--- config.mk ---
export PLATFORM = sky130hd
export DESIGN_NAME = modbus_rtu_response_receiver_flat
export DESIGN_NICKNAME = d
export VERILOG_FILES = /design/src/sv/mrr_pkg.sv /design/src/sv/mrr_in_if.sv /design/src/sv/mrr_out_if.sv /design/src/sv/mrr_cfg_if.sv /design/src/sv/modbus_rtu_response_receiver.sv /design/src/flat_wrapper.sv
export SDC_FILE = /design/constraint.sdc
export NUM_CORES = 1
export LEC_CHECK = 0
export ABC_AREA = 1
export BUFFER_PORTS_ARGS = -buffer_cell sky130_fd_sc_hd__buf_2
export CAP_MARGIN = 10
export CORE_MARGIN = 3
export CORE_UTILIZATION = 65
export CTS_BUF_LIST = sky130_fd_sc_hd__clkbuf_16
export DETAILED_ROUTE_END_ITERATION = 10
export PLACE_DENSITY = 0.86
export REMOVE_ABC_BUFFERS = 1
export SETUP_SLACK_MARGIN = 0.1
export SLEW_MARGIN = 25
export SYNTH_ARGS = -nofsm -noshare
export SYNTH_HDL_FRONTEND = slang
export SYNTH_SLANG_ARGS = --single-unit
export TNS_END_PERCENT = 20
--- constraint.sdc ---
create_clock -name clk_i -period 16.07 [get_ports clk_i]
set_input_delay 1.607 -clock clk_i [delete_from_list [all_inputs] [get_ports clk_i]]
set_output_delay 1.607 -clock clk_i [all_outputs]
set_load 0.02 [all_outputs]
--- src/sv/mrr_pkg.sv ---
// Types, constants and the CRC-16 byte update for the Modbus RTU receiver.
// No dependencies; compile first.
package mrr_pkg;

  // Longest frame; a frame ends when the byte counter reaches it
  localparam int MAX_FRAME = 256;
  localparam int TOTAL_W   = $clog2(MAX_FRAME + 1);
  // Compare width wide enough for 5 + byte count and for MAX_FRAME
  localparam int CMP_W     = (TOTAL_W > 10) ? TOTAL_W : 10;
  localparam int LEN_W     = 9;

  localparam logic [15:0]      CRC_INIT      = 16'hFFFF;
  localparam logic [15:0]      CRC_POLY      = 16'hA001;
  localparam logic [7:0]       FC_READ_HOLD  = 8'h03;
  localparam logic [7:0]       FC_WRITE_COIL = 8'h05;
  localparam logic [LEN_W-1:0] MIN_LEN_RST   = LEN_W'(8);
  localparam int               COIL_LEN      = 6;
  localparam int               READ_OVERHEAD = 5;

  typedef enum logic {
    CMD_BYTE    = 1'b0,
    CMD_TIMEOUT = 1'b1
  } cmd_e;

  typedef enum logic [1:0] {
    ST_OK      = 2'd0,
    ST_CRC_ERR = 2'd1,
    ST_NO_RESP = 2'd2
  } status_e;

  typedef struct packed {
    status_e          status;
    logic [LEN_W-1:0] frame_length;
    logic [7:0]       slave_address;
    logic [7:0]       function_code;
    logic [7:0]       data_count;
    logic [15:0]      received_crc;
    logic [15:0]      computed_crc;
  } res_t;

  // Fold one byte into a reflected CRC-16
  function automatic logic [15:0] crc_fold(input logic [15:0] crc, input logic [7:0] b);
    logic [15:0] c;
    c = crc ^ {8'h00, b};
    for (int i = 0; i < 8; i++) begin
      c = c[0] ? ((c >> 1) ^ CRC_POLY) : (c >> 1);
    end
    return c;
  endfunction

endpackage

--- src/sv/mrr_in_if.sv ---
// Input channel of the Modbus RTU receiver: received byte or idle timeout.
// Standalone; no package needed.
interface mrr_in_if;
  logic       valid;
  logic       ready;
  logic       command;
  logic [7:0] data_byte;

  modport source (output valid, output command, output data_byte, input ready);
  modport sink   (input valid, input command, input data_byte, output ready);
endinterface

--- src/sv/mrr_out_if.sv ---
// Result channel of the Modbus RTU receiver: one word per finished frame.
// Standalone; no package needed.
interface mrr_out_if;
  logic        valid;
  logic        ready;
  logic [1:0]  status;
  logic [8:0]  frame_length;
  logic [7:0]  slave_address;
  logic [7:0]  function_code;
  logic [7:0]  data_count;
  logic [15:0] received_crc;
  logic [15:0] computed_crc;

  modport source (output valid, output status, output frame_length, output slave_address,
                  output function_code, output data_count, output received_crc,
                  output computed_crc, input ready);
  modport sink   (input valid, input status, input frame_length, input slave_address,
                  input function_code, input data_count, input received_crc,
                  input computed_crc, output ready);
endinterface

--- src/sv/mrr_cfg_if.sv ---
// Configuration write channel of the Modbus RTU receiver (CRC minimum length).
// Standalone; no package needed.
interface mrr_cfg_if;
  logic       valid;
  logic       ready;
  logic [8:0] data;

  modport source (output valid, output data, input ready);
  modport sink   (input valid, input data, output ready);
endinterface

--- src/sv/modbus_rtu_response_receiver.sv ---
// Modbus RTU response receiver. Accepts one word per clock: a received byte or an
// idle-timeout event. Byte count, address, function code, byte-count field, the
// last two bytes and a CRC-16 lagging two bytes behind are updated in the cycle
// the word is accepted (the byte-wide CRC fold is the longest path). A word that
// ends a frame has its result registered into the output buffer on acceptance. A
// two-entry output buffer lets input continue while a result waits; input stalls
// only while both entries are full. Depends on mrr_pkg and the mrr_*_if interfaces.
module modbus_rtu_response_receiver (
  input  logic       clk_i,
  input  logic       rst_ni,
  mrr_cfg_if.sink    cfg_i,
  mrr_in_if.sink     in_i,
  mrr_out_if.source  out_o
);
  import mrr_pkg::*;

  logic [LEN_W-1:0]   min_len_q;
  logic [TOTAL_W-1:0] total_q, total_d, total_inc;
  logic [7:0]         addr_q, addr_d, func_q, func_d, count_q, count_d;
  logic [15:0]        tail_q, tail_d, lag_q, lag_d;

  logic [TOTAL_W-1:0] f_total;
  logic [7:0]         f_addr, f_func, f_count;
  logic [15:0]        f_tail, f_lag;
  logic [CMP_W-1:0]   f_total_w;
  logic               accept, done;
  res_t               res;

  res_t head_q, skid_q;
  logic head_vld_q, skid_vld_q, pop;

  // Configuration register, always ready
  assign cfg_i.ready = 1'b1;
  always_ff @(posedge clk_i or negedge rst_ni) begin
    if (!rst_ni) begin
      min_len_q <= MIN_LEN_RST;
    end else if (cfg_i.valid) begin
      min_len_q <= cfg_i.data;
    end
  end

  assign accept    = in_i.valid && in_i.ready;
  assign total_inc = total_q + TOTAL_W'(1);

  // Frame update for one word; f_* is the frame as it stands after the word
  always_comb begin
    f_total = total_q;
    f_addr  = addr_q;
    f_func  = func_q;
    f_count = count_q;
    f_tail  = tail_q;
    f_lag   = lag_q;
    done    = 1'b1;
    if (in_i.command == CMD_BYTE) begin
      if (total_q >= TOTAL_W'(2)) begin
        f_lag = crc_fold(lag_q, tail_q[7:0]);
      end
      f_tail  = {in_i.data_byte, tail_q[15:8]};
      if (total_q == TOTAL_W'(0)) f_addr  = in_i.data_byte;
      if (total_q == TOTAL_W'(1)) f_func  = in_i.data_byte;
      if (total_q == TOTAL_W'(2)) f_count = in_i.data_byte;
      f_total = total_inc;
    end
    f_total_w = CMP_W'(f_total);
    if (in_i.command == CMD_BYTE) begin
      done = (f_total_w >= CMP_W'(3) && f_func == FC_READ_HOLD &&
              f_total_w >= CMP_W'(READ_OVERHEAD) + CMP_W'(f_count)) ||
             (f_total_w >= CMP_W'(3) && f_func == FC_WRITE_COIL &&
              f_total_w >= CMP_W'(COIL_LEN)) ||
             (f_total_w >= CMP_W'(MAX_FRAME));
    end
  end

  // Result word for a finished frame
  always_comb begin
    res = '0;
    if (f_total == TOTAL_W'(0)) begin
      res.status = ST_NO_RESP;
    end else begin
      res.status = ST_OK;
      if (f_total_w >= CMP_W'(min_len_q) &&
          (f_total_w < CMP_W'(3) || f_tail != f_lag)) begin
        res.status = ST_CRC_ERR;
      end
      res.frame_length  = f_total_w[LEN_W-1:0];
      res.slave_address = f_addr;
      res.function_code = f_func;
      res.data_count    = f_count;
      res.received_crc  = f_tail;
      res.computed_crc  = f_lag;
    end
  end

  // Clear the frame when it ends, else keep the updated frame
  always_comb begin
    total_d = f_total;
    addr_d  = f_addr;
    func_d  = f_func;
    count_d = f_count;
    tail_d  = f_tail;
    lag_d   = f_lag;
    if (done) begin
      total_d = '0;
      addr_d  = '0;
      func_d  = '0;
      count_d = '0;
      tail_d  = '0;
      lag_d   = CRC_INIT;
    end
  end

  always_ff @(posedge clk_i or negedge rst_ni) begin
    if (!rst_ni) begin
      total_q <= '0;
      addr_q  <= '0;
      func_q  <= '0;
      count_q <= '0;
      tail_q  <= '0;
      lag_q   <= CRC_INIT;
    end else if (accept) begin
      total_q <= total_d;
      addr_q  <= addr_d;
      func_q  <= func_d;
      count_q <= count_d;
      tail_q  <= tail_d;
      lag_q   <= lag_d;
    end
  end

  // Two-entry output buffer: head drives the port, skid catches a stalled push
  assign pop        = head_vld_q && out_o.ready;
  assign in_i.ready = !skid_vld_q;

  always_ff @(posedge clk_i or negedge rst_ni) begin
    if (!rst_ni) begin
      head_vld_q <= 1'b0;
      skid_vld_q <= 1'b0;
    end else if (!head_vld_q || pop) begin
      if (skid_vld_q) begin
        head_vld_q <= 1'b1;
        skid_vld_q <= accept && done;
      end else begin
        head_vld_q <= accept && done;
      end
    end else if (accept && done) begin
      skid_vld_q <= 1'b1;
    end
  end

  always_ff @(posedge clk_i) begin
    if (!head_vld_q || pop) begin
      if (skid_vld_q) begin
        head_q <= skid_q;
        if (accept && done) skid_q <= res;
      end else if (accept && done) begin
        head_q <= res;
      end
    end else if (accept && done) begin
      skid_q <= res;
    end
  end

  assign out_o.valid         = head_vld_q;
  assign out_o.status        = head_q.status;
  assign out_o.frame_length  = head_q.frame_length;
  assign out_o.slave_address = head_q.slave_address;
  assign out_o.function_code = head_q.function_code;
  assign out_o.data_count    = head_q.data_count;
  assign out_o.received_crc  = head_q.received_crc;
  assign out_o.computed_crc  = head_q.computed_crc;

endmodule

--- src/flat_wrapper.sv ---
// flat-port wrapper written by rule: the top's interface ports become plain ports
module modbus_rtu_response_receiver_flat import mrr_pkg::*;
  (clk_i, rst_ni, cfg_i_valid, cfg_i_data, cfg_i_ready, in_i_valid, in_i_command, in_i_data_byte, in_i_ready, out_o_valid, out_o_status, out_o_frame_length, out_o_slave_address, out_o_function_code, out_o_data_count, out_o_received_crc, out_o_computed_crc, out_o_ready);
  mrr_cfg_if cfg_i_i ();
  mrr_in_if in_i_i ();
  mrr_out_if out_o_i ();
  input  logic clk_i;
  input  logic rst_ni;
  input wire logic [$bits(cfg_i_i.valid)-1:0] cfg_i_valid;
  input wire logic [$bits(cfg_i_i.data)-1:0] cfg_i_data;
  output wire logic [$bits(cfg_i_i.ready)-1:0] cfg_i_ready;
  input wire logic [$bits(in_i_i.valid)-1:0] in_i_valid;
  input wire logic [$bits(in_i_i.command)-1:0] in_i_command;
  input wire logic [$bits(in_i_i.data_byte)-1:0] in_i_data_byte;
  output wire logic [$bits(in_i_i.ready)-1:0] in_i_ready;
  output wire logic [$bits(out_o_i.valid)-1:0] out_o_valid;
  output wire logic [$bits(out_o_i.status)-1:0] out_o_status;
  output wire logic [$bits(out_o_i.frame_length)-1:0] out_o_frame_length;
  output wire logic [$bits(out_o_i.slave_address)-1:0] out_o_slave_address;
  output wire logic [$bits(out_o_i.function_code)-1:0] out_o_function_code;
  output wire logic [$bits(out_o_i.data_count)-1:0] out_o_data_count;
  output wire logic [$bits(out_o_i.received_crc)-1:0] out_o_received_crc;
  output wire logic [$bits(out_o_i.computed_crc)-1:0] out_o_computed_crc;
  input wire logic [$bits(out_o_i.ready)-1:0] out_o_ready;
  assign cfg_i_i.valid = cfg_i_valid;
  assign cfg_i_i.data = cfg_i_data;
  assign cfg_i_ready = cfg_i_i.ready;
  assign in_i_i.valid = in_i_valid;
  assign in_i_i.command = in_i_command;
  assign in_i_i.data_byte = in_i_data_byte;
  assign in_i_ready = in_i_i.ready;
  assign out_o_valid = out_o_i.valid;
  assign out_o_status = out_o_i.status;
  assign out_o_frame_length = out_o_i.frame_length;
  assign out_o_slave_address = out_o_i.slave_address;
  assign out_o_function_code = out_o_i.function_code;
  assign out_o_data_count = out_o_i.data_count;
  assign out_o_received_crc = out_o_i.received_crc;
  assign out_o_computed_crc = out_o_i.computed_crc;
  assign out_o_i.ready = out_o_ready;
  modbus_rtu_response_receiver u_core (.clk_i(clk_i), .rst_ni(rst_ni), .cfg_i(cfg_i_i), .in_i(in_i_i), .out_o(out_o_i));
endmodule
# == Word-level counts from Yosys, hierarchy flattened ==
# Cells that the tools add are included.
# word_totals
output_inout_bits,70
in_bits,23
regBits,210
elab_cells,103
# op_classes
add_sub_neg,2
n_bitwise,9
n_mux,37
n_reduce_logical,19
eq_ne,6
n_lt_le_gt_ge,7
# op_table
cell,n
67-bit two-way mux,5
16-bit two-way mux,13
8-bit two-way mux,9
65-bit two-way mux,1
2-bit inverter with 3-bit output,8
9-bit by 2-bit greater-or-equal comparator with 1-bit output (second input constant),2
9-bit logical NOT,2
9-bit two-way mux,2
16-bit inequality test,1
16-bit by 8-bit bitwise XOR with 16-bit output,1
9-bit by 10-bit greater-or-equal comparator with 1-bit output,1
3-bit by 8-bit adder with 9-bit output (first input constant),1
9-bit by 1-bit adder with 9-bit output (second input constant),1
9-bit by 1-bit equality test with 1-bit output (second input constant),1
9-bit by 2-bit equality test with 1-bit output (second input constant),1
9-bit by 3-bit greater-or-equal comparator with 1-bit output (second input constant),1
9-bit greater-or-equal comparator,1
9-bit greater-or-equal comparator (second input constant),1
9-bit by 2-bit < comparator with 1-bit output (second input constant),1
8-bit by 2-bit equality test with 1-bit output (second input constant),1
8-bit by 3-bit equality test with 1-bit output (second input constant),1
1-bit logical AND,8
1-bit two-way mux,6
1-bit logical OR,4
other kinds (5),7

# == Longest topological paths before layout ==
# Gate-level depths: netlist of the first run.
# depth
ltp_word,27
ltp_mapped,24
ltp_nobuf,22

# == Least setup slack after synthesis of the first run ==
# OpenSTA, ideal clock, no wires.
# synth_timing
path_type,input to register
startpoint,input in_i_command
endpoint,"register u_core.head_q, in the netlist u_core.out_o.computed_crc[0], enable pin"
path_stages,16
path_slack_ns,8.615
n_path_buf,1
arrival_time_ns,6.941
required_ns,15.556
setup_ns,0.514
cell_sequence,nor3_4 > clkbuf_1 > nand2_1 > o21ai_0 > nand3_1 > nor3_1 > xor2_1 > ha_1 > nand3_1 > nor3_1 > nand2_1 > nand2_1 > nand2_1 > nand3_4 > nand2_1 > a21oi_1
# synth_via
elab_chain_cells,10
elab_cells_between_ends,20
cone_classes,add/sub (1); order compare (4); eq/ne (2); mux (4); reduce/logical (9)
# synth_rtl
element,line_no,rtl
start: declaration,flat_wrapper.sv:13,input wire logic [$bits(in_i_i.command)-1:0] in_i_command;
8-bit two-way mux / 9-bit two-way mux (equally long branches),modbus_rtu_response_receiver.sv:54,if (in_i.command == CMD_BYTE) begin
3-bit by 8-bit adder with 9-bit output (tied with other cells),modbus_rtu_response_receiver.sv:67,f_total_w >= CMP_W'(READ_OVERHEAD) + CMP_W'(f_count)) ||
9-bit by 10-bit greater-or-equal comparator with 1-bit output (tied with other cells),modbus_rtu_response_receiver.sv:67,
1-bit logical AND (on tied branches),"modbus_rtu_response_receiver.sv:66, modbus_rtu_response_receiver.sv:68",
1-bit logical OR,modbus_rtu_response_receiver.sv:67,
1-bit logical OR,modbus_rtu_response_receiver.sv:69,f_total_w >= CMP_W'(COIL_LEN)) ||
1-bit two-way mux (*),modbus_rtu_response_receiver.sv:65,if (in_i.command == CMD_BYTE) begin
1-bit logical AND (*),modbus_rtu_response_receiver.sv:155,end else if (accept && done) begin
2-bit nonzero test (no source line) (*),n/a,
2-bit AND reduction (no source line) (*),n/a,
end signal: assignment,modbus_rtu_response_receiver.sv:153,head_q <= skid_q;
end signal: assignment,modbus_rtu_response_receiver.sv:156,head_q <= res;
end: declaration,modbus_rtu_response_receiver.sv:29,"res_t head_q, skid_q;"
# Every way passes the cells marked *; elsewhere a longest branch is shown, timed or not.
# A chain may end at the register's enable or synchronous reset.

==> results of run 1 <==
[layout make-up]
| class | instances | area share [%] |
|---|---|---|
| Clock buffer | 23 | 4.79 |
| Clock inverter | 17 | 1.58 |
| Inverter | 133 | 4.16 |
| Multi-Input combinational cell | 876 | 33.5 |
| Sequential cell | 210 | 49.5 |
| Tap cell | 216 | 2.25 |
| Timing Repair Buffer | 99 | 4.29 |
[cell usage in the layout, fill, tap and decap left out, types with 5 or more instances in the layout]
cell	count
inv_2	10
o21ai_1	51
nand3_1	111
a21oi_1	25
buf_4	8
clkinv_1	7
nand4_1	5
ha_1	22
dfrtp_1	58
dfstp_2	17
nand2_1	458
buf_2	91
clkbuf_16	23
o21ai_0	58
edfxtp_1	134
nor2_1	108
inv_1	122
xor2_1	7
[tightest hold or removal path: stages, from the launching register on]
cell,delay (ps)
dfrtp_1,350
nand2_1,50
o21ai_0,50
[worst paths after layout]
kind                                   start           endpoint  slack [ps]  depth (start not counted)
max                             in_i_command  u_core.skid_q[36]       10390                         18
min                        u_core.count_q[7]  u_core.count_q[7]         490                          2
max reg2reg                u_core.total_q[0]  u_core.skid_q[36]       11070                         20
min reg2reg                u_core.count_q[7]  u_core.count_q[7]         490                          2
max in group asynchronous             rst_ni  u_core.skid_vld_q       13770                          2
min in group asynchronous             rst_ni   u_core.func_q[1]        1080                          1
[power by group]
| group | switching (mW) | internal (mW) | total [mW] |
|---|---|---|---|
| Sequential | 0.0159 | 0.644 | 0.660 |
| Clock | 0.209 | 0.324 | 0.534 |
| Combinational | 0.230 | 0.0877 | 0.318 |
| Total | 0.456 | 1.06 | 1.51 |
[per-layer routing]
| layer | GRT usage [%] | up-vias | part of all wire [%] | routed length, µm |
|---|---|---|---|---|
| met5 | 0 | - | 0 | 0 |
| met4 | 13.4 | 0 | 4.5 | 1130 |
| met3 | 4.58 | 94 | 7.6 | 1910 |
| met2 | 46.9 | 434 | 48 | 12000 |
| met1 | 38.1 | 4141 | 40 | 10100 |
| li1 | - | 4252 | - | - |
[state kept, by name (all words and copies together), names as in the netlist, 9 cells and up]
signal,cells
u_core.lag_q,16
u_core.min_len_q,9
u_core.out_o.computed_crc,16
u_core.out_o.frame_length,9
u_core.out_o.received_crc,16
u_core.skid_q,67
u_core.tail_q,16
u_core.total_q,9
[through the flow]
step | std cells | power (mW) | utilization (%) | cell area [µm²]
finish | 1574 | 1.51 | 75.1 | 12000
global route | 1574 | 1.59 | 75.1 | 12000
CTS | 1574 | 1.51 | 75.1 | 12000
detailed placement | 1534 | 0.981 | 70.4 | 11300
global placement | 1534 | 0.969 | 70.4 | 11300
floorplan | 1219 | 0.887 | - | 10400
[cell families after synthesis]
kind of cell | share of synthesized area (%)
simple gates | 26.7
flops | 55.5
buf+inv | 7.17
compound gates | 7.13
fa+ha+maj | 2.57
xor+xnor | 0.806
other cells | 0.0350
mux | 0.105
==> results.md, run 1 <==
* Vias in the first global route at between 8000 and 9000
* Syn Inst Count at 1275
* Syn avg cell area at ~8.4 µm²
* Commonest cells in the netlist: nand2_1 (458), edfxtp_1 (134), inv_1 (122)
* WP data required at between 15000 and 20000 ps
* Post-cts resize count at 0
* CTS tree: yes
* Number of diodes at 0
* Ratio of cells with drive above 1 in the final layout at 13.2%
* Worst vdd ir at 0.0000771 V
* Width of the die at about 130 µm
* Max Cap Violations at 0
* CP Class: in -> reg
* Pwr per Cell Area at between 100 and 150 nW/µm²
* Final Hold Violating Endpoints at 0
* WL/cell at 15.9 µm
* Clock transition at the registers of the reported paths at around 60 ps
* Tightest Pin Transition at around 1000 ps
* Global-route wire length before repair at 42200 µm
* FMAX at 176 MHz
* GR Util All Layers at roughly 29%
* Relative slew slack at between 30% and 40%
* Final ANT Viol Nets at 0
* DRT Pass-1 Iters at 6
* Post-CTS Setup Repair Bufs at 0
* Global placer's final weighted congestion at 0.958
* Clock Sinks at 210
* Routed WL at 25100 µm
* Ys async rst share at ~36%
* Port bufs at between 90 and 100
* Vias/cell at between 5 and 6
* Mapped cell area at approximately 11000 µm²
* Register area at between 5000 and 6000 µm²
* HP Class: reg -> reg
* DP Wirelength at between 15000 and 20000 µm
* Fillers at between 1000 and 1500
* Startpoint Class: input pin
* Post-synth cell types at between 40 and 50
* Final setup margin at 10390 ps
* Via count at roughly 8900
* Nets at approximately 1400
* Seq/Total Area, Yosys at a little under three fifths
* Die height at around 130 µm
* Final Skew at 10.7 ps
* Crit end category: register
* Area Growth Syn to Fin at 12.2%
* Main area contributors after synthesis: edfxtp_1 (38%), nand2_1 (16%), dfrtp_1 (14%)
* Arrival time of the worst setup path at between 5000 and 6000 ps
* Io pins at 93
* DRC viols at 0
* Buf/Inv on CP at 2
* Largest area contributor in the synthesized netlist: edfxtp_1
* Most frequent cell after synthesis: nand2_1
* Main synth FF type: edfxtp_1
* RSZ-0062 raised after global routing: no
* Initial antenna violation count at 0
* Gr ovfl total at 0
* Synthesis Warnings at 0
* Final Cycle Share at a little over a third
* Worst slack at placement at roughly 10000 ps
* Outcome: complete, no violations
* Skew-Pair Late Insertion Delay at between 500 and 600 ps
* Die area at approximately 18000 µm²
* Max H-tree Level at 1
* DRT iter0 DRCs at just under 1000
* Synth top area share at approximately 38%
* Critical path cell sequence: buf_2 > nor3_4 > o21ai_1 > ha_1 > or2_2 > nand3_1 > nor2_1 > xor2_1 > ha_1 > nand3_1 > nor3_1 > nand2_1 > nand2_1 > nand2_1 > nand3_4 > nand2_1 > nor2_4 > buf_4
* Largest net degree at the start of global routing at 100
* Final setup fails at 0
* Number of flops mapped to enable cells by yosys at around 130
* Sum Neg Setup Slack at 0 ps
* P_leak at 5.78 nW
* Final min period at roughly 5700 ps
* Num rows at 46
* Slowest-stage cell, CP: buf_4
* Hold WS at ~500 ps
* Core area at 16000 µm²
* CP top delay family: simple AND/OR/NAND/NOR gates
* Crit path top cell by count: nand2_1
* FF+latch count, synth at 210
* Worst path max stage delay at 680 ps
* CTS Root Cell: clkbuf_16
* Initial core utilization at 67.0%
* Fin. max-slew vios at 0
* Clock Path Buffers at 3
* Crit Path Max Fanout at between 60 and 70
* Hold_buf cts at 0
* Area of the multi-input gates at between 4000 and 5000 µm²
* CTS Buf Count at 22
No activity file was read; power rests on OpenSTA's default activity.
==> run 2: changes to the inputs <==
Settings changed: CORE_UTILIZATION 65 to 54, PLACE_DENSITY 0.86 to 0.76.
Clock period 16.07 ns to 4.9 ns, I/O delays scaled along.
==> run 2 against run 1 <==
  * Power rose to 3.2 times the previous value
  * Flip-flop and latch count unchanged
  * Clock power rose to 3.1 times the previous value
  * Cell count up 3.7%
  * Non-clock buffer count up 13
  * First-iteration DRC count down 14%
  * Design area up 1.3%
  * Clock skew down 1.5 ps
  * Critical path type is now reg -> reg
==> results.md, run 2 (synthesis results as in run 1) <==
* CTS Root Cell: clkbuf_16
* Post-cts resize count at 0 (unchanged)
* Clock Path Buffers at 3 (unchanged)
* Final instance area at 12200 µm² (+1.3%)
* Clock transition at the registers of the reported paths at 60 ps (about the same)
* Crit Path Max Fanout at 23 (-66%)
* Die area at 21600 µm² (+19%)
* Highest metal used: met5
* HP Class: in -> async
* Crit end category: register
* CP Class: reg -> reg
* Final Skew at 9.21 ps (-1.53 ps)
* DRT iter0 DRCs at 830 (-14%)
* Outcome: complete, no violations
* Max H-tree Level at 1 (unchanged)
* WL/cell at 15.1 µm (-5.5%)
* Startpoint Class: register
* Initial antenna violation count at 1 (+1)
* Gr ovfl total at 0 (unchanged)
* RSZ-0062 raised after global routing: yes
* Final min period at 4340 ps
* WP data required at 5320 ps (-10870 ps)
* Final Hold Violating Endpoints at 0 (unchanged)
* Largest net degree at the start of global routing at 100 (unchanged)
* Fin. max-slew vios at 0 (unchanged)
* Slowest-stage cell, CP: dfrtp_1
* Clock Sinks at 210 (unchanged)
* Vias in the first global route at 8175 (-6.6%)
* Max Cap Violations at 0 (unchanged)
* Port bufs at 91 (unchanged)
* Die height at 147 µm (+9.3%)
* Area Growth Syn to Fin at 13.7%
* Final setup fails at 0 (unchanged)
* P_leak at 5.86 nW (+1.3%)
* Worst setup startpoint: u_core.total_q[0]
* CTS Buf Count at 23 (+4.5%)
* Io pins at 93 (unchanged)
* Post-CTS Setup Repair Bufs at 0 (unchanged)
* Ratio of cells with drive above 1 in the final layout at 14.1% (+0.89 points)
* R2r endpoint: u_core.total_q[0]
* Crit Reg-Reg Startpoint: u_core.total_q[0]
* FMAX at 230 MHz
* Largest reg by FF count: u_core.skid_q
* Reg2reg setup slack at 560 ps (-10510 ps)
* Vias/cell at 5.24 (-7.5%)
* DR WL met2 at 11600 µm (-2.9%)
* GR Util All Layers at 22.8% (-5.9 points)
* Critical Path Sink: u_core.total_q[0]
* Critical path cell sequence: inv_1 > ha_1 > nand3_1 > nor3_4 > nand2_1 > o21ai_1 > inv_1 > o21ai_1 > nand3_1 > nor3_1 > xor2_1 > ha_1 > a21o_1 > a221oi_1 > nand2_1 > nand2_1 > nand3_4 > buf_4 > inv_2 > buf_4 > nand3_1 > o21ai_1
* Non-filler cells, final at 1632 (+3.7%)
* Final ANT Viol Nets at 0 (unchanged)
* Final Cycle Share at 88.6%
* Skew-Pair Late Insertion Delay at 500 ps (about the same)
* Arrival time of the worst setup path at 4760 ps (-1050 ps)
* Cells on worst reg2reg path at 22 (+10%)
* Met3 WL post-DR at 1280 µm (-33%)
* Number of diodes at 0 (unchanged)
* Most frequent cells in the layout: nand2_1 (458), edfxtp_1 (134), inv_1 (124)
* DRT met1 WL at 10900 µm (+8.6%)
* Worst path max stage delay at 420 ps (-260 ps)
* Core area at 19100 µm² (+19%)
* Placed insts at 1589 (+3.6%)
* DP Wirelength at 16100 µm (+1.2%)
* CTS tree: yes
* Hold_buf cts at 0 (unchanged)
* Commonest non-fill, non-tap cell in the layout: nand2_1
* Routed WL at 24600 µm (-2.0%)
* DRT Pass-1 Iters at 8 (+2)
* Relative slew slack at 33.2% (+2.7 points)
* Max reg flops at 67 (unchanged)
* Via count at 8554 (-4.1%)
* Dpl cell area at 11400 µm² (+1.6%)
* Width of the die at 147 µm (+9.3%)
* Initial core utilization at 56.2% (-11 points)
* DRC viols at 0 (unchanged)
* Global-route wire length before repair at 40500 µm (-4.0%)
* Nets at 1401 (+1.0%)
* Num rows at 50 (+8.7%)
* Global placer's final weighted congestion at 0.904 (-5.6%)
* Tightest Pin Transition at 1000 ps (-40.5 ps)
* Pwr per Cell Area at 399 nW/µm² (+220%)
* Worst vdd ir at 0.000243 V (+210%)
-- run 2: where the power goes --
group          internal (mW)  switching, mW  total, mW
Sequential              2.11         0.0499       2.16
Clock                  0.958          0.687       1.65
Combinational          0.309          0.745       1.05
Total                   3.38           1.48       4.86
-- run 2: worst min path at each step --
stage	from	slack (ps)	cells past startpoint	end
2_1_floorplan	rst_ni	190	0	u_core.addr_q[0]
6_report	rst_ni	9	1	u_core.func_q[4]
3_3_place_gp	u_core.min_len_q[3]	490	2	u_core.min_len_q[3]
3_5_place_dp	u_core.count_q[7]	480	2	u_core.count_q[7]
5_1_grt	rst_ni	40	1	u_core.func_q[4]
4_1_cts	rst_ni	20	1	u_core.total_q[8]
-- run 2: routing by layer --
layer | up-vias | track usage, %
li1 | 4290 | -
met1 | 3938 | 31.4
met2 | 261 | 38.1
met3 | 63 | 2.84
met4 | 2 | 7.34
met5 | - | 0
-- run 2: cell type report --
class | count | area (µm²)
fillers | 1586 | 6900
flip-flops and latches | 210 | 5950
multi-input cells | 876 | 4020
repair buffers | 112 | 673
clock buffers | 23 | 576
inverters | 133 | 500
well taps | 260 | 325
clock inverters | 18 | 138
-- run 2: critical path, delay by kind of cell, from the launching register on --
| family | cells | cell delay [ps] |
|---|---|---|
| DFF | 1 | 420 |
| buffers and inverters | 5 | 830 |
| and+or+nand+nor | 9 | 1370 |
| xor gates and xnor gates | 1 | 200 |
| adders and majority gates | 2 | 440 |
| AOI/OAI and AO/OA | 5 | 970 |
-- run 2: stage by stage --
| step | power, mW | setup slack (ps) | hold slack (ps) | util [%] | TNS [ps] |
|---|---|---|---|---|---|
| 6_report | 4.86 | 557 | 9.18 | 63.9 | 0 |
| 5_1_grt | 5.12 | 83.6 | 39.3 | 63.9 | 0 |
| 4_1_cts | 4.89 | 101 | 24.1 | 63.7 | 0 |
| 3_5_place_dp | 3.24 | 126 | 477 | 59.9 | 0 |
| 3_3_place_gp | 3.21 | 341 | 488 | 59.9 | 0 |
| 2_1_floorplan | 2.91 | -3310 | 194 | - | -414790 |
==> run 3: changes to the inputs <==
Settings changed: RECOVER_POWER set to 50.
==> run 3 against run 2 <==
  * The run now ends with capacitance limit, slew limit left
  * Via count increased by 0.64%
  * Combinational power barely moved
  * Die area stayed put
  * Critical path depth unchanged
  * Flip-flop and latch count unchanged
  * Critical endpoint unchanged
==> results.md, run 3 (synthesis results as in run 1) <==
* Final setup fails at 0 (unchanged)
* Nets at 1401 (unchanged)
* Placed insts at 1589 (unchanged)
* Startpoint Class: register
* Vias in the first global route at 8175 (unchanged)
* Die area at 21600 µm² (unchanged)
* Crit end category: register
* Crit Path Max Fanout at 23 (unchanged)
* Internal power at 3.36 mW (-0.46%)
* Number of diodes at 0 (unchanged)
* Most frequent cells in the layout: nand2_1 (458), edfxtp_1 (134), inv_1 (124)
* Via count at 8609 (+0.64%)
* Clock Power Share at 33.9% (about the same)
* Final ANT Viol Nets at 0 (unchanged)
* Commonest non-fill, non-tap cell in the layout: nand2_1
* Final Skew at 8.61 ps (-0.593 ps)
* Max H-tree Level at 1 (unchanged)
* Final min period at 4340 ps (+1.47 ps)
* CTS tree: yes
* Ratio of cells with drive above 1 in the final layout at 8.67% (-5.4 points)
* Global-route wire length before repair at 40500 µm (unchanged)
* CTS Buf Count at 23 (unchanged)
* Clock transition at the registers of the reported paths at 60 ps (about the same)
* Dpl cell area at 11400 µm² (unchanged)
* Port bufs at 91 (unchanged)
* DRT Pass-1 Iters at 5 (-3)
* Width of the die at 147 µm (unchanged)
* HP Class: in -> reg
* CP Class: reg -> reg
* Pwr per Cell Area at 402 nW/µm² (+0.66%)
* Vias/cell at 5.28 (+0.64%)
* GR Util All Layers at 22.8% (unchanged)
* Flop pwr share at 44.6% (about the same)
* WP data required at 5310 ps (about the same)
* Outcome: finished, violations left
* RSZ-0062 raised after global routing: yes
* Die height at 147 µm (unchanged)
* Sw Pwr at 1.48 mW (about the same)
* Failing checks: capacitance limit, slew limit
* DRC viols at 0 (unchanged)
* Final instance area at 12100 µm² (-0.94%)
* WL/cell at 15.1 µm (about the same)
* Fin. max-slew vios at 189 (+189)
* Power share of the combinational group at 21.4% (-0.3 points)
* Non-filler cells, final at 1632 (unchanged)
* Clock Path Buffers at 3 (unchanged)
* Post-cts resize count at 0 (unchanged)
* Worst vdd ir at 0.000243 V (about the same)
* Arrival time of the worst setup path at 4760 ps (about the same)
* CTS Root Cell: clkbuf_16
* DRT iter0 DRCs at 893 (+7.6%)
* P_leak at 5.63 nW (-3.9%)
* Worst slack at placement at 126 ps (unchanged)
* Final Hold Violating Endpoints at 0 (unchanged)
* Io pins at 93 (unchanged)
* DP Wirelength at 16100 µm (unchanged)
* Max Cap Violations at 4 (+4)
* Largest reg by FF count: u_core.skid_q
* Gr ovfl total at 0 (unchanged)
* Global placer's final weighted congestion at 0.904 (unchanged)
* Hold WS at 199 ps (+190 ps)
* Num rows at 50 (unchanged)
* Skew-Pair Late Insertion Delay at 500 ps (about the same)
* Final setup margin at 556 ps (-1.47 ps)
* Initial core utilization at 56.2% (unchanged)
* Max reg flops at 67 (unchanged)
* Clock Sinks at 210 (unchanged)
* FMAX at 230 MHz (about the same)
* Largest net degree at the start of global routing at 100 (unchanged)
* Sw Share at 30.6% (+0.12 points)
* Final Power at 4.85 mW (-0.29%)
* Area Growth Syn to Fin at 12.6%
* Final Cycle Share at 88.7% (about the same)
* Relative slew slack at -94.7% (-130 points)
* Initial antenna violation count at 1 (unchanged)
* Routed WL at 24600 µm (about the same)
* Core area at 19100 µm² (unchanged)
* Tightest Pin Transition at 2920 ps (+1920 ps)
==> run 3: worst paths after layout <==
kind	from	end	slack (ps)	depth (start not counted)
max in group asynchronous	rst_ni	u_core.skid_vld_q	1050	2
worst min-delay path	cfg_i_data[8]	u_core.min_len_q[8]	200	3
worst max register to register	u_core.total_q[0]	u_core.total_q[0]	560	22
worst max-delay path	u_core.total_q[0]	u_core.total_q[0]	560	22
min in group asynchronous	rst_ni	u_core.func_q[4]	830	1
worst min register to register	u_core.count_q[7]	u_core.count_q[7]	500	2
==> run 3: critical path, stage by stage (launching register included) <==
cell	delay, ps
dfrtp_1	420
inv_1	140
ha_1	170
nand3_1	140
nor3_4	360
nand2_1	80
o21ai_1	180
inv_1	100
o21ai_1	210
nand3_1	140
nor3_1	250
xor2_1	200
ha_1	270
a21o_1	180
a221oi_1	280
nand2_1	80
nand2_1	110
nand3_4	70
buf_4	220
inv_2	80
buf_4	290
nand3_1	140
o21ai_1	120
==> run 3: final cells by class <==
class,count,area [µm²]
fill,1629,7010
sequential,210,5950
multi-input combinational,876,4010
clock buffer,23,576
timing repair buffer,112,569
inverter,133,500
tap,260,325
clock inverter,18,138
==> run 3: timing repair <==
action	in CTS	in global routing
buffers inserted	0	1
endpoints found under the setup margin	0	38
hold buffers	0	0
==> run 3: through the flow <==
step                TNS [ps]  utilization (%)
floorplan            -414790                -
global placement           0             59.9
detailed placement         0             59.9
CTS                        0             63.7
global route               0             63.3
finish                     0             63.3
==> run 3: routing by layer <==
layer / track usage [%] / share of wire [%] / up-vias
li1: - / - / 4289
met2: 38.1 / 47 / 281
met3: 2.84 / 5.5 / 62
met1: 31.4 / 45 / 3975
met5: 0 / 0.053 / -
met4: 7.34 / 3.0 / 2
==> run 3: power by group through the flow <==
stage	clock, mW	combinational [mW]	sequential [mW]
after floorplan	0	0.628	2.28
final	1.64	1.04	2.16
after global placement	0	1.02	2.19
after global routing	1.75	1.18	2.18
after CTS	1.68	1.05	2.16
after detailed placement	0	1.05	2.19
